[src/design/sfe_pkg.sv]
// Shared types, constants and helpers of the starfield engine.
package sfe_pkg;

  localparam int MAX_STAR_COUNT = 256;
  localparam int STAR_AW = (MAX_STAR_COUNT > 1) ? $clog2(MAX_STAR_COUNT) : 1;
  localparam int CNT_W   = $clog2(MAX_STAR_COUNT + 1);
  localparam int CMP_W   = 12;
  localparam int TOTAL_W = 9;

  localparam int IN_TDATA_W  = 16;
  localparam int OUT_TDATA_W = 40;
  localparam int CFG_IDX_W   = 3;
  localparam int CFG_DATA_W  = 10;

  localparam logic [9:0] SIZE_MIN = 10'd8;
  localparam logic [9:0] SIZE_MAX = 10'd512;

  localparam logic [7:0] SPD_STILL     = 8'h87;
  localparam logic [7:0] SPD_X_PLUS_H  = 8'h86;
  localparam logic [7:0] SPD_X_PLUS_1  = 8'h85;
  localparam logic [7:0] SPD_X_PLUS_2  = 8'h06;
  localparam logic [7:0] SPD_X_MINUS_H = 8'h80;
  localparam logic [7:0] SPD_X_MINUS_1 = 8'h82;
  localparam logic [7:0] SPD_X_MINUS_2 = 8'h81;
  localparam logic [7:0] SPD_Y_PLUS_1  = 8'h9f;
  localparam logic [7:0] SPD_Y_PLUS_H  = 8'haf;

  localparam int         LFSR_W        = 17;
  localparam logic [7:0] LFSR_LOW_ONES = 8'hff;
  localparam logic [5:0] COLOUR_MASK   = 6'h3f;

  typedef enum logic [2:0] {
    REG_ENABLE = 3'd0,
    REG_PLANE0 = 3'd1,
    REG_PLANE1 = 3'd2,
    REG_PLANE2 = 3'd3,
    REG_WIDTH  = 3'd4,
    REG_HEIGHT = 3'd5
  } cfg_reg_t;

  typedef enum logic [1:0] {
    MODE_GEN   = 2'd0,
    MODE_FRAME = 2'd1,
    MODE_READ  = 2'd2
  } mode_t;

  typedef enum logic [1:0] {
    ST_IDLE,
    ST_GEN,
    ST_FRAME,
    ST_EMIT
  } state_t;

  typedef struct packed {
    logic [10:0] x;       // half pixels
    logic [9:0]  y;       // half pixels
    logic [5:0]  colour;
    logic [1:0]  plane;
  } star_entry_t;

  typedef struct packed {
    logic       hit;
    logic       last;
    logic [9:0] col;
    logic [8:0] row;
    logic [5:0] colour;
  } scan_out_t;

  typedef logic [2:0][7:0] code_vec_t;

  function automatic logic [9:0] clamp_size(input logic [9:0] v);
    logic [9:0] r;
    if (v < SIZE_MIN) r = SIZE_MIN;
    else if (v > SIZE_MAX) r = SIZE_MAX;
    else r = v;
    return r;
  endfunction

endpackage

[src/design/sfe_motion.sv]
// Per-star move by plane speed code, with wrap on the doubled field.
module sfe_motion (
  input  sfe_pkg::star_entry_t  entry,
  input  sfe_pkg::code_vec_t    codes,
  input  logic [9:0]            width,
  input  logic [9:0]            height,
  output sfe_pkg::star_entry_t  moved
);
  import sfe_pkg::*;

  logic [7:0]         code;
  logic signed [3:0]  dx;
  logic signed [3:0]  dy;
  logic signed [12:0] xs;
  logic signed [12:0] xs_lo;
  logic signed [12:0] x_period;
  logic signed [11:0] ys;
  logic signed [11:0] ys_lo;
  logic signed [11:0] y_period;

  always_comb begin
    unique case (entry.plane)
      2'd1:    code = codes[1];
      2'd2:    code = codes[2];
      default: code = codes[0];
    endcase
  end

  always_comb begin
    dx = 4'sd0;
    dy = 4'sd0;
    unique case (code)
      SPD_STILL:     ;
      SPD_X_PLUS_H:  dx = 4'sd1;
      SPD_X_PLUS_1:  dx = 4'sd2;
      SPD_X_PLUS_2:  dx = 4'sd4;
      SPD_X_MINUS_H: dx = -4'sd1;
      SPD_X_MINUS_1: dx = -4'sd2;
      SPD_X_MINUS_2: dx = -4'sd4;
      SPD_Y_PLUS_1:  dy = 4'sd2;
      SPD_Y_PLUS_H:  dy = 4'sd1;
      default:       ;
    endcase
  end

  // one add of the period if negative, then one subtract if at or past it
  always_comb begin
    x_period = $signed({1'b0, width, 2'b00});
    y_period = $signed({1'b0, height, 1'b0});
    xs       = $signed({2'b00, entry.x}) + 13'(dx);
    ys       = $signed({2'b00, entry.y}) + 12'(dy);
    xs_lo    = (xs < 13'sd0) ? xs + x_period : xs;
    ys_lo    = (ys < 12'sd0) ? ys + y_period : ys;
    moved        = entry;
    moved.x      = (xs_lo >= x_period) ? 11'(xs_lo - x_period) : xs_lo[10:0];
    moved.y      = (ys_lo >= y_period) ? 10'(ys_lo - y_period) : ys_lo[9:0];
  end

endmodule
[config.mk]
export PLATFORM = sky130hd
export DESIGN_NAME = sfe_motion
export DESIGN_NICKNAME = d
export VERILOG_FILES = /design/src/design/sfe_pkg.sv /design/src/design/sfe_motion.sv
export SDC_FILE = /design/constraint.sdc
export NUM_CORES = 1
export LEC_CHECK = 0
export BUFFER_PORTS_ARGS = -buffer_cell sky130_fd_sc_hd__buf_2
export CAP_MARGIN = 20
export CELL_PAD_IN_SITES_DETAIL_PLACEMENT = 1
export CELL_PAD_IN_SITES_GLOBAL_PLACEMENT = 1
export CORE_ASPECT_RATIO = 1.75
export CORE_MARGIN = 4
export CORE_UTILIZATION = 37
export DETAILED_ROUTE_END_ITERATION = 6
export PLACE_DENSITY_LB_ADDON = 0.1
export SLEW_MARGIN = 40
export SYNTH_ARGS = -nofsm -noshare
export SYNTH_HDL_FRONTEND = slang
export SYNTH_SLANG_ARGS = --single-unit
[constraint.sdc]
create_clock -name vclk -period 6.2
set_input_delay 0 -clock vclk [all_inputs]
set_output_delay 0 -clock vclk [all_outputs]
set_load 0.01 [all_outputs]
# Yosys cells after proc, flatten, opt, wreduce, memory -nomap -nowiden

Cells that the tools add are included.

Add/subtract/negate cells: 6
Order comparisons: 4
Equal/unequal tests: 10
Muxes and demuxes: 7

Operators with widths:

| kind                | count |
|---|---|
| $eq 8x8->1 const B  | 7 |
| $pmux 4 s6          | 1 |
| $pmux 8 s2          | 1 |
| $add 12x4->13       | 1 |
| $add 13x13->13      | 1 |
| $ge 13x13->1        | 1 |
| $lt 13x1->1 const B | 1 |
| $mux 13             | 1 |
| $add 11x4->12       | 1 |
| $add 12x12->12      | 1 |
| $ge 12x12->1        | 1 |
| $lt 12x1->1 const B | 1 |
| $mux 12             | 1 |
| $mux 11             | 1 |
| $sub 11x11->11      | 1 |
| $mux 10             | 1 |
| $sub 10x10->10      | 1 |
| $eq 8x3->1 const B  | 1 |
| $pmux 2 s2          | 1 |
| $eq 2x1->1 const B  | 1 |
| $eq 2x2->1 const B  | 1 |

Register bits: 0
Output and inout port bits: 29
Logic and storage cells: 27

# Logic depth before layout (Yosys ltp)

Gate-level depths: netlist of the first run.

Depth in word-level cells: 9
Mapped depth: 31

# Least setup slack after synthesis of the first run

No wires, ideal clock.

Kind: input port to output port
Start point: input port entry[0] in the netlist's numbering
End point: output port moved[22] in the netlist's numbering
Arrival: 5.576 ns
Data required time: 6.200 ns
Setup slack: 0.624 ns
Stages: 25
Cell sequence: inv_1 -> ha_1 -> buf_4 -> o21ai_0 -> and4_4 -> o211ai_4 -> inv_1 -> ha_1 -> a211oi_1 -> o31ai_2 -> o31ai_2 -> xnor2_1 -> ha_1 -> or3_1 -> o31ai_1 -> o21ai_0 -> xor2_1 -> mux2_2 -> ha_1 -> and3_1 -> nand3_1 -> a31oi_1 -> a2bb2oi_1 -> nor2_2 -> a221oi_2

RTL lines:

| element     | line            | source |
|---|---|---|
| from (decl) | sfe_motion.sv:3 | `input sfe_pkg::star_entry_t entry,` |
| to (decl)   | sfe_motion.sv:7 | `output sfe_pkg::star_entry_t moved` |

==> results of run 1 <==
==> power groups by stage <==
stage	registers, W	logic, W	clock network, W
floorplan	0	0.000271	0
global placement	0	0.000393	0
detailed placement	0	0.000401	0
CTS	0	0.000404	0
global route	0	0.000460	0
finish	0	0.000415	0
==> layout by cell type (no fill, tap or decap), drive strengths merged, types with 10 or more instances in the layout <==
master and instances:
a21oi 23, inv 36, nand2 25, nor2b 11, ha 46, xnor2 21, nor3 14, xor2 17
o21ai 24, nor2 27, o21a 10, buf 108
==> routing by layer <==
layer / track usage (%) / vias to the layer above / routed length (um) / part of all wire [%]
met1: 19.2 / 1483 / 3150 / 34
li1: - / 1566 / - / -
met2: 43.9 / 79 / 5520 / 59
met5: 0 / - / 0 / 0
met3: 1.37 / 20 / 355 / 3.8
met4: 5.90 / 0 / 361 / 3.8
==> metrics by stage <==
step	setup TNS, ps	power [W]	setup WS, ps	instance area (um2)	util, %
floorplan	0	0.000271	624	2830	-
global placement	0	0.000393	145	3400	46.3
detailed placement	-23.3	0.000401	-9.99	3400	46.3
CTS	0	0.000404	20.1	3400	46.3
global route	-18.5	0.000460	-11.7	3510	47.8
finish	0	0.000415	382	3510	47.8
==> worst min path at each step <==
| stage | startpoint | endpoint | slack [ps] | depth (start not counted) |
|---|---|---|---|---|
| floorplan | entry[0] | moved[0] | 90 | 1 |
| global placement | entry[5] | moved[5] | 0.07 | 0 |
| detailed placement | entry[5] | moved[5] | 0.07 | 0 |
| CTS | entry[5] | moved[5] | 0.07 | 0 |
| global route | entry[7] | moved[7] | 0.06 | 0 |
| finish | entry[6] | moved[6] | 0.02 | 0 |
==> timing repair <==
item	4_1_cts	5_1_grt
hold endpoints to repair	0	0
setup endpoints to repair	5	9
resized for setup	1	23
pin swaps	0	1
setup buffers	0	0
==> logic make-up (layout without fill, tap and decap cells) <==
| kind of cell | Yosys count | in the layout |
|---|---|---|
| and+or+nand+nor | 113 | 113 |
| xor gates and xnor gates | 38 | 38 |
| AOI/OAI and AO/OA | 112 | 112 |
| muxes | 16 | 16 |
| adders and majority gates | 51 | 51 |
| buffers and inverters | 52 | 144 |
==> layout make-up <==
type	instances	area [um2]	share of cell area, %
inverters	36	135	3.85
repair buffers	108	586	16.7
multi-input cells	330	2680	76.4
well taps	86	108	3.07
==> out/metrics.yaml, run 1 <==
outcome: "completed"
fmax_mhz: 172
switching_power_w: 0.000230
fp.dieArea_um2: 9150
hold_slack_ps: 0.0219
grt_remaining_overflow: 0
global_route.usage.total_pct: 20.4
synthesis.instances: 382
worst-path-buf-inv: 3
cts-hold-fix-buffers: 0
synth.most_common_cell: "sky130_fd_sc_hd__ha_1"
core_area_um2: 7340
numSequentialCells: 0
timing.critical_path.depth: 28
synth_simple_gate_area_share_pct: 20.2
final_net_count: 600
power.ir.vdd_worst_v: 0.0000432
timing_hold_violations_final: 0
internal_power_w: 0.000186
io_buffers: 90
leakage_nw: 1.77
layoutNonFillerInstCount: 560
fillers: 967
synth.area.mux_share_pct: 6.07
yosys.area_share.xor_xnor_pct: 12.0
grt_pass1_vias: 3401
post_route_cells_drive_above_1_share_pct: 31.9
grt_pass1_wl_mm: 15.0
syn_to_final_growth_pct: 24.2
timing.critical_path.from: "entry[0]"
timing_worst_setup_path_type: "input pin to output port"
hpwl_mm: 8.27
grt_start_max_net_pins: 21
detail_route.iter0.violations: 45
synth_compound_area_share_pct: 28.8
p_comb_share_pct: 100.0
final_min_period_over_clock_period_pct: 93.8
clockBufferCount: 0
cp-end-kind: "output port"
finalSetupViolCount: 0
yosysUniqueCellTypes: 61
start_kind: "input pin"
syn_area_per_cell_um2: 7.40
cpPeakStageDelay_ps: 440
synth.yosys.warnings: 0
nets_in_the_synthesized_netlist: 506
max_capacitance_violation_count: 0
cp_data_arrival_time_ps: 5820
min_cycle_time_layout_ps: 5820
finalMaxSlewViolations: 0
main_combinational_cell_family_by_area_after_synthesis: "compound AO/OA/AOI/OAI gates"
p_per_area_nw_per_um2: 118
routed_wire_length_per_instance_um: 16.8
netlist_top_cells_count: "46 x sky130_fd_sc_hd__ha_1, 35 x sky130_fd_sc_hd__inv_1, 26 x sky130_fd_sc_hd__nor2_1"
clockPowerShare_pct: 0
critical-path-top-delay-family: "compound AO/OA/AOI/OAI gates"
sw_frac_of_total_pct: 55.3
worstSetupEndpoint: "moved[26]"
pwr-share-seq_pct: 0
ioPinCount: 102
post_synth_instance_area_um2: 2830
drt_pass1_iterations: 4
ys_top_cells_by_area: "sky130_fd_sc_hd__ha_1 20%, sky130_fd_sc_hd__xnor2_1 6.2%, sky130_fd_sc_hd__xor2_1 5.3%"
routed_via_density: 5.62
detailroute.via_count: 3148
timing_worst_slew_pin_value_ps: 541
synth-adder-area-share_pct: 23.9
layout.area.seq_um2: 0
detail_route.drc_violations: 0
rows: 41
cp_slowest_cell: "sky130_fd_sc_hd__fa_1"
post-synth-top-area-cell: "sky130_fd_sc_hd__ha_1"
sequential_area_share_after_synthesis_pct: 0
wl_mm: 9.39
die_width_um: 74.1
crit_required_ps: 6200
antennaDiodeCount: 0
yosysTopAreaCellShare_pct: 20.4
antenna_violations_before_repair: 0
floorplan.die.height_um: 124
cells_after_dpl: 560
timing.max_slew.rel_slack_pct: 63.9
route.antenna.remaining_nets: 0
routabilityCongestion: 0.893
hold_path_class: "input pin to output port"
crit_path_max_fanout: 12
initial_utilization_pct: 38.5
(Power assumes the default switching activity.)
==> run 2, diff against run 1 <==
--- a/config.mk
+++ b/config.mk
@@ -5,14 +5,14 @@
 export SDC_FILE = /design/constraint.sdc
 export NUM_CORES = 1
 export LEC_CHECK = 0
-export BUFFER_PORTS_ARGS = -buffer_cell sky130_fd_sc_hd__buf_2
 export CAP_MARGIN = 20
 export CELL_PAD_IN_SITES_DETAIL_PLACEMENT = 1
 export CELL_PAD_IN_SITES_GLOBAL_PLACEMENT = 1
 export CORE_ASPECT_RATIO = 1.75
 export CORE_MARGIN = 4
-export CORE_UTILIZATION = 37
+export CORE_UTILIZATION = 40
 export DETAILED_ROUTE_END_ITERATION = 6
+export DONT_BUFFER_PORTS = 1
 export PLACE_DENSITY_LB_ADDON = 0.1
 export SLEW_MARGIN = 40
 export SYNTH_ARGS = -nofsm -noshare
==> run 2 against run 1 <==
Sequential share of layout area stayed put; cell count is 16% lower; sequential cell count stayed put; design area is 14% lower; first-iteration DRC count is 8.9% higher; setup slack better by 94 ps; critical path depth is 2 lower; power is 14% lower; routed wire length is 11% lower; via count is 12% lower; critical path type unchanged.
==> out/metrics.yaml, run 2 (synthesis gave the netlist of run 1 again) <==
timing.hold.worst_endpoint: "moved[3]"  # was moved[6]
routed_via_density: 5.90  # was 5.62
fp.dieArea_um2: 8520  # was 9150 um2
cp-end-kind: "output port"  # unchanged
cp_common_cell: "sky130_fd_sc_hd__ha_1"
route.antenna.remaining_nets: 0  # unchanged
syn_to_final_growth_pct: 6.51  # was 24.2%
grt_start_max_net_pins: 19  # was 21
cells_after_dpl: 468  # was 560
global_route.usage.total_pct: 19.5  # was 20.4%
io_buffers: 0  # was 90
final_min_period_over_clock_period_pct: 92.3  # was 93.8%
critical-path-top-delay-family: "compound AO/OA/AOI/OAI gates"  # unchanged
initial_utilization_pct: 41.2  # was 38.5%
timing.max_slew.rel_slack_pct: 62.9  # was 63.9%
mostFrequentLayoutCell: "sky130_fd_sc_hd__ha_1"  # was sky130_fd_sc_hd__buf_2
die_width_um: 71.5  # was 74.1 um
cp_slowest_cell: "sky130_fd_sc_hd__fa_1"  # unchanged
floorplan.die.height_um: 119  # was 124 um
rows: 40  # was 41
final_area_um2: 3010  # was 3510 um2
cpPeakStageDelay_ps: 420  # was 440 ps
timing_hold_violations_final: 0  # unchanged
layout.cells.most_common_list: "44 x sky130_fd_sc_hd__ha_1, 35 x sky130_fd_sc_hd__inv_1, 25 x sky130_fd_sc_hd__nor2_1, 25 x sky130_fd_sc_hd__nand2_1, 23 x sky130_fd_sc_hd__a21oi_1"  # was 90 x sky130_fd_sc_hd__buf_2, 44 x sky130_fd_sc_hd__ha_1, 35 x sky130_fd_sc_hd__inv_1, 26 x sky130_fd_sc_hd__nor2_1, 25 x sky130_fd_sc_hd__nand2_1
cp_data_arrival_time_ps: 5720  # was 5820 ps
met3_length_um: 368  # was 355 um
antennaDiodeCount: 0  # unchanged
total_power_w: 0.000359  # was 0.000415 W
final_net_count: 510  # was 600
min_cycle_time_layout_ps: 5720  # was 5820 ps
layout.area.seq_um2: 0  # unchanged
detailroute.via_count: 2761  # was 3148
post_route_cells_drive_above_1_share_pct: 14.1  # was 31.9%
power.ir.vdd_worst_v: 0.0000424  # was 0.0000432 V
numSequentialCells: 0  # unchanged
routabilityCongestion: 0.868  # was 0.893
p_per_area_nw_per_um2: 119  # was 118 nW/um2
timing_worst_slew_pin_value_ps: 556  # was 541 ps
leakage_nw: 1.42  # was 1.77 nW
routed_wire_length_per_instance_um: 17.9  # was 16.8 um
hold_path_class: "input pin to output port"  # unchanged
start_kind: "input pin"  # unchanged
ioPinCount: 102  # unchanged
grt_pass1_wl_mm: 13.8  # was 15.0 mm
timing_worst_setup_path_type: "input pin to output port"  # unchanged
hold_start: "entry[3]"  # was entry[6]
finalMaxSlewViolations: 0  # unchanged
rsz0062_at_grt: "false"
postPlaceCellArea_um2: 2960  # was 3400 um2
holdPathStages: 0  # unchanged
wl_met2_mm: 5.07  # was 5.52 mm
layoutNonFillerInstCount: 468  # was 560
antenna_violations_before_repair: 0  # unchanged
clockBufferCount: 0  # unchanged
grt_remaining_overflow: 0  # unchanged
detail_route.wirelength.met1_mm: 2.80  # was 3.15 mm
finalSetupViolCount: 0  # unchanged
highest-signal-layer: "met4"  # unchanged
fmax_mhz: 175  # was 172 MHz
grt_pass1_vias: 3035  # was 3401
wl_mm: 8.40  # was 9.39 mm
core_area_um2: 6860  # was 7340 um2
max_capacitance_violation_count: 0  # unchanged
hpwl_mm: 7.64  # was 8.27 mm
drt_pass1_iterations: 4  # unchanged
crit_required_ps: 6200  # about the same
crit_path_max_fanout: 16  # was 12
setup_ws_ps: 477  # was 382 ps
worst_setup_slack_post_dpl_ps: -140  # was -9.99 ps
outcome: "completed"  # unchanged
worst-path-buf-inv: 1  # was 3
detail_route.iter0.violations: 49  # was 45
detail_route.drc_violations: 0  # unchanged
run 2: cell count changes in the layout (fill, tap and decap cells not counted), sizes merged:
cell  change
buf      -90
run 2: worst max path at each step:
stage,slack [ps],cells after the start,startpoint,to
2_1_floorplan,620,25,entry[0],moved[22]
3_3_place_gp,90,26,entry[0],moved[28]
6_report,480,26,entry[0],moved[22]
5_1_grt,30,30,entry[1],moved[22]
3_5_place_dp,-140,26,entry[0],moved[28]
4_1_cts,40,25,entry[0],moved[24]
run 2: timing repair:
item | in CTS | in global routing
cloned | 0 | 0
hold buffers | 0 | 0
resized for setup | 2 | 12
buffers inserted | 0 | 0
pin swaps | 0 | 3
endpoints found under the setup margin | 7 | 9
run 2: layer usage:
layer,GRT usage (%),vias to the layer above
li1,-,1379
met1,17.9,1309
met2,42.7,59
met3,2.36,14
met4,3.06,0
met5,0,-
run 2: where the power goes:
group	internal [W]	total (W)	switching (W)
clock	0	0	0
sequential	0	0	0
combinational	0.000158	0.000359	0.000201
run 2: final cells by class:
cell class | instances | area, um2
fill | 899 | 3850
inverter | 36 | 135
multi-input combinational | 330 | 2620
tap | 84 | 105
timing repair buffer | 18 | 148
run 2: metrics by stage:
stage | setup TNS, ps | hold slack [ps] | util, %
CTS | 0 | 0.0686 | 43.2
finish | 0 | 0.00443 | 43.9
floorplan | 0 | 91.8 | -
global placement | 0 | 0.0686 | 43.1
detailed placement | -652 | 0.0686 | 43.1
global route | 0 | 0.0310 | 43.9
