**config.mk**
```make
export PLATFORM = sky130hd
export DESIGN_NAME = sfe_lfsr_scan
export DESIGN_NICKNAME = d
export VERILOG_FILES = /design/src/design/sfe_pkg.sv /design/src/design/sfe_lfsr_scan.sv
export SDC_FILE = /design/constraint.sdc
export NUM_CORES = 1
export LEC_CHECK = 0
export ABC_AREA = 1
export ABC_CLOCK_PERIOD_IN_PS = 3630
export BUFFER_PORTS_ARGS = -buffer_cell sky130_fd_sc_hd__buf_2
export CORE_UTILIZATION = 49
export CTS_CLUSTER_SIZE = 12
export DETAILED_ROUTE_END_ITERATION = 6
export PLACE_DENSITY_LB_ADDON = 0.05
export SYNTH_ARGS = -nofsm -noshare
export SYNTH_HDL_FRONTEND = slang
export SYNTH_SLANG_ARGS = --single-unit
```
**constraint.sdc**
```tcl
create_clock -name clk -period 3.63 [get_ports clk]
set_clock_uncertainty 0.2 [all_clocks]
set_input_delay 0.9075 -clock clk [delete_from_list [all_inputs] [get_ports clk]]
set_output_delay 0.9075 -clock clk [all_outputs]
set_load 0.05 [all_outputs]
```
**src/design/sfe_pkg.sv**
```systemverilog
// Shared types, constants and helpers of the starfield engine.
package sfe_pkg;

  localparam int MAX_STAR_COUNT = 256;
  localparam int STAR_AW = (MAX_STAR_COUNT > 1) ? $clog2(MAX_STAR_COUNT) : 1;
  localparam int CNT_W   = $clog2(MAX_STAR_COUNT + 1);
  localparam int CMP_W   = 12;
  localparam int TOTAL_W = 9;

  localparam int IN_TDATA_W  = 16;
  localparam int OUT_TDATA_W = 40;
  localparam int CFG_IDX_W   = 3;
  localparam int CFG_DATA_W  = 10;

  localparam logic [9:0] SIZE_MIN = 10'd8;
  localparam logic [9:0] SIZE_MAX = 10'd512;

  localparam logic [7:0] SPD_STILL     = 8'h87;
  localparam logic [7:0] SPD_X_PLUS_H  = 8'h86;
  localparam logic [7:0] SPD_X_PLUS_1  = 8'h85;
  localparam logic [7:0] SPD_X_PLUS_2  = 8'h06;
  localparam logic [7:0] SPD_X_MINUS_H = 8'h80;
  localparam logic [7:0] SPD_X_MINUS_1 = 8'h82;
  localparam logic [7:0] SPD_X_MINUS_2 = 8'h81;
  localparam logic [7:0] SPD_Y_PLUS_1  = 8'h9f;
  localparam logic [7:0] SPD_Y_PLUS_H  = 8'haf;

  localparam int         LFSR_W        = 17;
  localparam logic [7:0] LFSR_LOW_ONES = 8'hff;
  localparam logic [5:0] COLOUR_MASK   = 6'h3f;

  typedef enum logic [2:0] {
    REG_ENABLE = 3'd0,
    REG_PLANE0 = 3'd1,
    REG_PLANE1 = 3'd2,
    REG_PLANE2 = 3'd3,
    REG_WIDTH  = 3'd4,
    REG_HEIGHT = 3'd5
  } cfg_reg_t;

  typedef enum logic [1:0] {
    MODE_GEN   = 2'd0,
    MODE_FRAME = 2'd1,
    MODE_READ  = 2'd2
  } mode_t;

  typedef enum logic [1:0] {
    ST_IDLE,
    ST_GEN,
    ST_FRAME,
    ST_EMIT
  } state_t;

  typedef struct packed {
    logic [10:0] x;       // half pixels
    logic [9:0]  y;       // half pixels
    logic [5:0]  colour;
    logic [1:0]  plane;
  } star_entry_t;

  typedef struct packed {
    logic       hit;
    logic       last;
    logic [9:0] col;
    logic [8:0] row;
    logic [5:0] colour;
  } scan_out_t;

  typedef logic [2:0][7:0] code_vec_t;

  function automatic logic [9:0] clamp_size(input logic [9:0] v);
    logic [9:0] r;
    if (v < SIZE_MIN) r = SIZE_MIN;
    else if (v > SIZE_MAX) r = SIZE_MAX;
    else r = v;
    return r;
  endfunction

endpackage

```
**src/design/sfe_lfsr_scan.sv**
```systemverilog
// LFSR sweep over rows and columns of the doubled field, one column per cycle.
module sfe_lfsr_scan (
  input  logic                 clk,
  input  logic                 rst,
  input  logic                 start,
  input  logic                 stop,
  input  logic [9:0]           width,
  input  logic [9:0]           height,
  output sfe_pkg::scan_out_t   scan
);
  import sfe_pkg::*;

  logic              busy;
  logic [LFSR_W-1:0] lfsr;
  logic [LFSR_W-1:0] lfsr_next;
  logic [9:0]        col;
  logic [8:0]        row;
  logic [9:0]        col_start;
  logic [8:0]        row_last;
  logic [5:0]        colour;

  assign lfsr_next = {lfsr[LFSR_W-2:0], ~lfsr[LFSR_W-1] ^ lfsr[4]};
  assign colour    = ~lfsr_next[13:8] & COLOUR_MASK;
  assign col_start = 10'({width, 1'b0} - 11'd1);
  assign row_last  = 9'(height - 10'd1);

  always_comb begin
    scan.hit    = busy && !lfsr_next[LFSR_W-1] && (lfsr_next[7:0] == LFSR_LOW_ONES)
                  && (colour != 6'd0);
    scan.last   = busy && (col == 10'd0) && (row == row_last);
    scan.col    = col;
    scan.row    = row;
    scan.colour = colour;
  end

  always_ff @(posedge clk) begin
    if (rst) begin
      busy <= 1'b0;
    end else if (start) begin
      busy <= 1'b1;
    end else if (busy && (stop || scan.last)) begin
      busy <= 1'b0;
    end
  end

  always_ff @(posedge clk) begin
    if (start) begin
      lfsr <= '0;
      col  <= col_start;
      row  <= 9'd0;
    end else if (busy) begin
      lfsr <= lfsr_next;
      if (col == 10'd0) begin
        col <= col_start;
        row <= row + 9'd1;
      end else begin
        col <= col - 10'd1;
      end
    end
  end

endmodule

```
After elaboration in Yosys (flattened, before gate mapping)
Cells that the tools add are included.
- flip-flop bits (word level): 37
- output and inout port bits: 27
- word-level logic and storage cells: 31
- reduce and logical (&&, ||, !) cells: 13
- equality and inequality tests: 2
- add/subtract/negate cells: 4
- mux-type cells: 5
- bitwise gates (word level): 3
- operator list (kind ; count):
    $mux W10 ; 3
    $sub A10 B1 Y10 const B ; 2
    $logic_not A10 Y1 ; 1
    $add A9 B1 Y9 const B ; 1
    $eq A9 B9 Y1 ; 1
    $sub A9 B1 Y9 const B ; 1
    $eq A8 B8 Y1 const B ; 1
    $logic_and A1 B1 Y1 ; 6
    $not A6 Y6 ; 1
    $reduce_bool A6 Y1 ; 1
    $reduce_bool A2 Y1 ; 2
    $mux W1 ; 2
    $reduce_and A2 Y1 ; 1
    $logic_not A1 Y1 ; 1
    $logic_or A1 B1 Y1 ; 1
    $not A1 Y1 ; 1
    $xor A1 B1 Y1 ; 1

Longest topological paths before layout
Gate-level depths: netlist of run 1.
- depth in word-level cells: 7
- mapped depth: 12
- gate-level depth less buffers: 12

Worst setup path after synthesis of run 1
Ideal clock, no wire load.
- kind: input to output
- from: in height[0]
- to: out scan[25] (netlist bit)
- data required time: 2523 ps
- stages: 8
- arrival time: 2036 ps
- slack: 487 ps
- cells stage by stage: inv_1 -> ha_1 -> xnor2_1 -> nor2_1 -> nand3_1 -> nor2_1 -> nand3_1 -> inv_1
- RTL lines (item ; RTL line ; source):
    from (decl) ; sfe_lfsr_scan.sv:8 ; input logic [9:0] height,
    to (decl) ; sfe_lfsr_scan.sv:9 ; output sfe_pkg::scan_out_t scan

==> results of run 1 <==
-- flip-flops by register name, summed over array words and instances (netlist names) --
name	flops
busy	1
lfsr	17
col	10
row	9
-- layout make-up --
type / instances / area, um^2 / area share, %
clock inverters: 1 / 6.26 / 0.238
flip-flops and latches: 37 / 841 / 32.0
well taps: 52 / 65.1 / 2.47
repair buffers: 50 / 255 / 9.71
inverters: 48 / 185 / 7.04
multi-input cells: 216 / 1170 / 44.5
clock buffers: 7 / 108 / 4.09
-- worst min path at each step --
stage	start	to	slack, ns	cells past startpoint
CTS	lfsr[11]$_SDFFE_PP0P_	lfsr[12]$_SDFFE_PP0P_	0.29	2
finish	lfsr[14]$_SDFFE_PP0P_	lfsr[15]$_SDFFE_PP0P_	0.28	2
detailed placement	lfsr[14]$_SDFFE_PP0P_	lfsr[15]$_SDFFE_PP0P_	0.27	2
floorplan	lfsr[13]$_SDFFE_PP0P_	lfsr[14]$_SDFFE_PP0P_	0.25	2
global route	lfsr[14]$_SDFFE_PP0P_	lfsr[15]$_SDFFE_PP0P_	0.32	2
global placement	lfsr[14]$_SDFFE_PP0P_	lfsr[15]$_SDFFE_PP0P_	0.26	2
-- kinds of logic after synthesis --
kind of cell               after synthesis  share of synthesized area (%)
buffers and inverters                   55                           9.87
and+or+nand+nor                        141                           30.2
xor gates and xnor gates                18                           7.07
AOI/OAI and AO/OA                       53                           12.9
DFF                                     37                           37.7
adders and majority gates                4                           2.24
-- metrics by stage --
stage                     cell area (um^2)  total power, W  instances
after floorplan                       2230        0.000644        308
after global placement                2520        0.000695        403
after detailed placement              2520        0.000698        403
after CTS                             2630         0.00104        411
after global routing                  2630         0.00109        411
final                                 2630         0.00103        411
-- power by group through the flow --
stage          Sequential, W  Clock, W  Combinational (W)
2_1_floorplan       0.000526         0           0.000118
5_1_grt             0.000481  0.000371           0.000236
4_1_cts             0.000477  0.000353           0.000213
6_report            0.000477  0.000343           0.000212
3_5_place_dp        0.000486         0           0.000212
3_3_place_gp        0.000486         0           0.000209
-- routing by layer --
metal	GRT usage, %	wire, um	vias to the layer above
li1	-	-	1092
met1	28.8	2290	921
met2	34.2	2010	41
met3	4.51	207	10
met4	9.30	119	0
met5	0	0	-
-- worst min-delay path, cell delays in order (launching register included) --
cell and delay, ns:
dfxtp_1 0.33, nor2_1 0.04, nor2_1 0.08
-- placed cells by master (no fill, tap or decap), drive strengths merged, types with 3 or more instances in the layout --
cell type and count:
buf 50, edfxtp 10, xor2 10, dfxtp 27, nor3 8, nand2 62, nor2 43, o21ai 31
xnor2 8, ha 4, a21oi 16, a31oi 3, inv 48, nand4 6, nand3 17, clkbuf 7
==> run metrics, run 1 <==
Clk pwr share=33.3%; EDFF count, synth=10; status=finished clean; syn_area_per_cell=7.24 um^2; Synth Register Bits=37; final core occ=60.4%; Arr. time, crit path=2.25 ns; type of the worst min-delay path=register to register; Synth top area share=24.2%; top post-synthesis cells by area=dfxtp_1 (24%), edfxtp_1 (13%), nand2_1 (10%), inv_1 (7.6%), nor2_1 (6.9%); synthesized instance count=308; Avg Vias per Cell=5.02; r2r startpoint=col[0]$_SDFFCE_PP1P_; max-slew violation count=0; clock root buffer=clkbuf_8; final wirelength=4630 um; CP endpoint kind=output port; clock buffer depth=2; slowest CP cell=buf_2; first-pass GRT wire length=8420 um; CP max stage delay=0.25 ns; Antenna Violating Nets Remaining=0; RR Endpoint=col[4]$_DFFE_PP_; crit path launch type=primary input; # setup viols final=0; WS Path Type=primary input to output port; CTS tree=yes; critical path depth=12; layout cells sized above 1=20.3%; critical path cell sequence=buf_2, inv_1, ha_1, nand2_1, inv_1, nand2_1, nand3_1, nand2_1, nor2_1, nand3_1, inv_1, buf_2; die area=4830 um^2; Tightest Pin Transition=0.449 ns; max_cap viols=0; Main synth FF type=dfxtp_1; Starting Density=51.2%; Tcrit/Tclk final=92.4%; area grow syn2layout=17.9%; Sw Ratio=30.9%; CP top delay family=buffers and inverters; Critical Path RT=2.52 ns; Max Clk Rate=298 MHz; Mapped Area=2230 um^2; top cell type by total area after synthesis=dfxtp_1; final worst setup slack=0.275 ns; Antenna Cells=0; Post-synth ARST share=0%; io pins=51; synth cell count leaders=nand2_1 (60), inv_1 (45), nor2_1 (41); P per Cell Area=392 nW/um^2; gr ovfl total=0; core area=4350 um^2; CP bufs+invs=5; Internal Dissipation=0.000713 W; part of the power in combinational logic=20.5%; R2R cell count=9; largest net degree at the start of global routing=17; Hold Buf Count CTS=0; residual DRC count=0; drt initial violations=78; Critical Path Fanout Max=4; register area share after synthesis=37.7%; Fill cells=427; slew margin rel.=70.0%; initial antenna violation count=0; CP startpoint=height[0]; DP Wirelength=3600 um; Final Hold Slack=0.283 ns; chip height=69.5 um; Syn. warnings=0; clk_lat worst skew=0.29 ns; NetSw=0.000318 W; Pre-antenna DRT Iters=4; Leak=1.29 nW; Row Count=24; Post-Place Worst Slack=0.260 ns; IO Port Bufs=48; WL/cell=11.3 um; Clk pin slew, worst setup/hold paths=0.07 ns; RSZ-0062 raised after global routing=no; Critical Path Sink=scan[25]; Fin. Hold Viols=0; TritonCTS buffer count=5; Nets=386; Vias=2064; post_cts resized=0; GR Util All Layers=21.7%; Yosys cell types=37; RePlAce Congestion=0.849; most common cell in the netlist=nand2_1; Final min period=3.36 ns; H-tree depth=2; sequential power share=46.2%; Synth Net Count=336; CTS sink count=37; Setup TNS Final=0 ns; maximum VDD drop=0.000331 V; r2r setup slk=1.54 ns; via count of the first global-routing pass=1931; # Post-CTS Setup Buffers=0; Die W=69.5 um
Note: power is estimated with default switching activity, not from simulation.
==> run 2, diff against run 1 <==
- ABC_AREA: 1 -> unset
- CORE_MARGIN: unset -> 3
==> run 2 against run 1 <==
  * Routed wire length shrank 5.3%
  * Sequential power shrank 3%
  * Via count shrank 12%
  * Critical endpoint unchanged
  * Count of clock-buffer cells in the layout shrank 1
  * Global-route usage shrank 4.9 points
  * Flip-flop and latch count is the same
  * Hold slack gained 0.0053 ns
  * Cell count shrank 16%
==> run metrics, run 2 <==
status=finished clean; P per Cell Area=345 nW/um^2; Mapped Area=2180 um^2; Starting Density=52.6%; CP max stage delay=0.28 ns; CTS sink count=37; final wirelength=4380 um; Antenna Cells=0; max_cap viols=0; Internal Dissipation=0.000635 W; CP top delay family=buffers and inverters; residual DRC count=0; Final min period=3.53 ns; GR Util All Layers=16.8%; die area=5290 um^2; Top reg by flops=lfsr; WL/cell=12.7 um; Main synth FF type=dfxtp_1; Syn. warnings=0; Post-synth ARST share=0%; Sw Ratio=28.9%; via count of the first global-routing pass=1591; Nets=323; IO Port Bufs=48; Row Count=23; Vias=1824; EDFF count, synth=10; Hold Buf Count CTS=0; CP bufs+invs=5; top cell type by total area after synthesis=dfxtp_1; Synth top area share=24.8%; synth cell count leaders=nor2_1 (36), dfxtp_1 (27), mux2i_1 (20); Die W=72.7 um; Finished Cell Area=2590 um^2; Cell Count, Final, Fillers Out=346; type of the worst min-delay path=register to register; Final Hold Slack=0.288 ns; Critical Path Fanout Max=4; drt initial violations=117; CP endpoint kind=output port; io pins=51; synthesized instance count=243; Avg Vias per Cell=5.27; part of the power in combinational logic=18.4%; Arr. time, crit path=2.42 ns; biggest regs=lfsr (17), col (10), row (9); layout cells sized above 1=24.0%; Largest register FFs=17; most common cell after layout, fill and taps aside=buf_2; slew margin rel.=72.7%; Leak=1.11 nW; crit path launch type=primary input; register area share after synthesis=38.6%; H-tree depth=2; core area=4140 um^2; maximum VDD drop=0.000268 V; DP Wirelength=3270 um; first-pass GRT wire length=7140 um; RePlAce Congestion=0.841; # setup viols final=0; Tightest Pin Transition=0.400 ns; Clk pin slew, worst setup/hold paths=0.07 ns; Antenna Violating Nets Remaining=0; area grow syn2layout=18.8%; most frequent cells in the layout=buf_2 (48), nor2_1 (36), dfxtp_1 (27); placed cells=338; Tcrit/Tclk final=97.2%; Synth Register Bits=37; top post-synthesis cells by area=dfxtp_1 (25%), edfxtp_1 (14%), mux2i_1 (9.2%), xor2_1 (6.8%), nor2_1 (6.2%); Synth Net Count=271; Critical Path RT=2.52 ns; max-slew violation count=0; largest net degree at the start of global routing=26; Max Clk Rate=283 MHz; Clk pwr share=30.0%; CTS tree=yes; most common cell in the netlist=nor2_1; clk_lat worst skew=0.28 ns; Fin. Hold Viols=0; sequential power share=51.6%; critical path cell sequence=buf_2, inv_1, ha_1, buf_4, nand2b_1, a21boi_0, o31ai_1, buf_4, nor3_4, buf_2; Pre-antenna DRT Iters=4; chip height=72.7 um; Yosys cell types=45; clock root buffer=clkbuf_8; TritonCTS buffer count=5; Post-DP Area=2510 um^2; slowest CP cell=buf_2; WS Path Type=primary input to output port; gr ovfl total=0; clock buffer depth=2; syn_area_per_cell=8.97 um^2; initial antenna violation count=0; Setup TNS Final=0 ns; NetSw=0.000258 W
run 2: cell types whose count changed after synthesis, moves of 4 or more:
cell / before / now
nand2_1: 60 / 11
nand2b_1: 0 / 4
inv_1: 45 / 17
nor2_1: 41 / 36
o21ai_1: 7 / 0
nand3_1: 15 / 4
a21oi_1: 15 / 10
o21ai_0: 24 / 4
mux2i_1: 0 / 20
xor2_1: 10 / 17
run 2: what timing repair did:
| item | CTS | global route |
|---|---|---|
| setup buffers | 0 | 0 |
| gates resized for setup | 0 | 1 |
| endpoints found under the setup margin | 0 | 1 |
run 2: tightest hold or removal path: cells and delay by family, from the launching register on:
| kind | cells | cell delay (ns) |
|---|---|---|
| AOI/OAI and AO/OA | 1 | 0.06 |
| DFF | 1 | 0.31 |
| and+or+nand+nor | 1 | 0.08 |
run 2: area by class of cell:
cell class / count / area, um^2
repair buffers: 56 / 300
fillers: 389 / 1550
clock inverters: 2 / 10.0
multi-input cells: 178 / 1240
clock buffers: 6 / 72.6
flip-flops and latches: 37 / 841
inverters: 17 / 63.8
well taps: 50 / 62.6
run 2: metal layers:
| layer | vias to the layer above | part of all wire [%] | track usage [%] |
|---|---|---|---|
| li1 | 944 | - | - |
| met1 | 835 | 49 | 23.0 |
| met2 | 43 | 46 | 26.9 |
| met3 | 2 | 4.5 | 3.99 |
| met4 | 0 | 0.52 | 4.30 |
| met5 | - | 0 | 0 |
run 2: power by group through the flow:
stage                     Sequential, W  Combinational, W  Clock (W)
after CTS                      0.000461          0.000165   0.000276
after global placement         0.000470          0.000164          0
after detailed placement       0.000470          0.000164          0
after global routing           0.000463          0.000178   0.000293
final                          0.000461          0.000165   0.000268
after floorplan                0.000511         0.0000754          0
run 2: cells by family after synthesis:
logic type,count (synthesis),synth area share [%]
and+or+nand+nor,97,24.8
adders and majority gates,4,2.29
AOI/OAI and AO/OA,29,8.78
xor gates and xnor gates,28,11.2
buffers and inverters,28,5.16
DFF,37,38.6
muxes,20,9.18
run 2: through the flow:
step / utilization (%) / power [W] / setup slack, ns
final: 62.5 / 0.000893 / 0.102
after global routing: 62.5 / 0.000934 / -0.00143
after CTS: 62.5 / 0.000902 / 0.0907
after detailed placement: 60.5 / 0.000634 / 0.0973
after global placement: 60.5 / 0.000633 / 0.103
after floorplan: - / 0.000586 / -0.124
run 2: worst paths after layout:
kind                        start                   end  slack, ns  cells after the start
max                     height[0]              scan[25]       0.10                     10
min          lfsr[0]$_SDFFE_PP0P_  lfsr[1]$_SDFFE_PP0P_       0.29                      2
max reg2reg  col[0]$_SDFFCE_PP1P_   row[7]$_SDFFE_PP0P_       0.83                      8
min reg2reg  lfsr[0]$_SDFFE_PP0P_  lfsr[1]$_SDFFE_PP0P_       0.29                      2
==> run 3, diff against run 2 <==
- CORE_ASPECT_RATIO: unset -> 1.75
- MAX_ROUTING_LAYER: unset -> met4
==> run 3 against run 2 <==
  * Via count is 2.2% higher
  * Utilization is 1.1 points lower
  * Clock power is 6% higher
  * Routed wire length is 4.3% higher
  * Combinational power hardly changed
  * Count of clock-buffer cells in the layout is 1 lower
  * Critical path depth is 3 lower
  * Sequential share of layout area is 0.094 points lower
  * Critical endpoint unchanged
  * Largest power group unchanged
==> run metrics, run 3 (synthesis gave the netlist of run 2 again) <==
status=finished clean; Largest register FFs=17; overall power consumption=0.000909 W; residual DRC count=0; # setup viols final=0; register area=841 um^2; largest net degree at the start of global routing=21; TritonCTS buffer count=5; Die W=56.4 um; NetSw=0.000271 W; final wirelength=4570 um; IO Port Bufs=48; Sw Ratio=29.9%; Hold EP=lfsr[15]$_SDFFE_PP0P_; layout cells sized above 1=24.4%; io pins=51; die area=5320 um^2; WL/cell=13.3 um; P per Cell Area=350 nW/um^2; Setup TNS Final=0 ns; CTS sink count=37; Final min period=3.48 ns; Antenna Violating Nets Remaining=0; Clk pwr share=31.3%; CP endpoint kind=output port; clk_lat worst skew=0.29 ns; Arr. time, crit path=2.38 ns; CTS tree=yes; drt initial violations=33; sequential power share=50.6%; RSZ-0062 raised after global routing=no; most common cell after layout, fill and taps aside=buf_2; max-slew violation count=0; RePlAce Congestion=0.846; r2r setup slk=0.88 ns; Antenna Cells=0; clock root buffer=clkbuf_8; Max Clk Rate=287 MHz; most frequent cells in the layout=buf_2 (47), nor2_1 (36), dfxtp_1 (27); slew margin rel.=70.7%; core area=4230 um^2; H-tree depth=2; maximum VDD drop=0.000314 V; Cell Count, Final, Fillers Out=344; GR Util All Layers=18.8%; gr ovfl total=0; chip height=94.3 um; Pre-antenna DRT Iters=4; via count of the first global-routing pass=1811; max_cap viols=0; type of the worst min-delay path=register to register; r2r startpoint=col[0]$_SDFFCE_PP1P_; WS Path Type=primary input to output port; R2R cell count=8; area grow syn2layout=19.2%; placed cells=336; Avg Vias per Cell=5.42; first-pass GRT wire length=7780 um; biggest regs=lfsr (17), col (10), row (9); Top reg by flops=lfsr; clock buffer depth=2; Clk pin slew, worst setup/hold paths=0.07 ns; Worst Hold Depth=2; Tcrit/Tclk final=95.9%; Starting Density=51.6%; Internal Dissipation=0.000637 W; Nets=322; DP Wirelength=3560 um; Row Count=31; Leak=1.11 nW; Fill cells=413; Multi-input gate area=1250 um^2; Tightest Pin Transition=0.428 ns; initial antenna violation count=0; Vias=1864; worst hold start=lfsr[14]$_SDFFE_PP0P_; crit path launch type=primary input; Critical Path Fanout Max=3; RR Endpoint=row[7]$_SDFFE_PP0P_; part of the power in combinational logic=18.1%; Critical Path RT=2.52 ns; Fin. Hold Viols=0
[run 3: worst max path at each step]
stage                                     from       end  depth (start not counted)
after floorplan           col[0]$_SDFFCE_PP1P_  scan[25]                          7
after global placement               height[0]  scan[25]                          9
after detailed placement             height[0]  scan[25]                          9
after CTS                            height[0]  scan[25]                          9
after global routing      col[0]$_SDFFCE_PP1P_  scan[25]                          7
final                                height[0]  scan[25]                          7
[run 3: stage by stage]
stage	hold slack [ns]	setup slack, ns	utilization, %	cell area (um^2)
after floorplan	0.254	-0.124	-	2190
after global routing	0.348	0.0195	61.5	2600
after CTS	0.305	0.0378	61.2	2590
after detailed placement	0.276	0.0409	59.1	2500
final	0.303	0.147	61.5	2600
after global placement	0.276	0.0613	59.1	2500
[run 3: power by group through the flow]
stage          clock [W]  combinational (W)  sequential (W)
2_1_floorplan          0          0.0000754        0.000511
3_3_place_gp           0           0.000163        0.000469
3_5_place_dp           0           0.000165        0.000470
4_1_cts         0.000294           0.000165        0.000460
5_1_grt         0.000312           0.000179        0.000463
6_report        0.000284           0.000164        0.000460
[run 3: cell type report]
class | count | share of cell area [%]
clock inverters | 3 | 0.867
flip-flops and latches | 37 | 32.4
clock buffers | 5 | 2.65
inverters | 17 | 2.46
well taps | 49 | 2.36
multi-input cells | 178 | 48.0
repair buffers | 55 | 11.4
[run 3: worst max-delay path, cell delays in order]
cell	delay (ns)
buf_2	0.12
nor3_1	0.30
and3_1	0.20
o21ai_0	0.10
a211o_1	0.34
nor3_4	0.16
clkbuf_4	0.24
[run 3: repair_timing]
item,in CTS,in global routing
setup endpoints to repair,0,1
buffers inserted,0,0
resized for setup,0,3
endpoints found under the hold margin,0,0
hold buffers,0,0
[run 3: metal layers]
metal	GRT usage, %	share of wire [%]	vias up
li1	-	-	948
met3	3.16	4.2	13
met1	19.1	39	860
met5	-	0	-
met2	33.6	53	43
met4	10.5	4.3	0
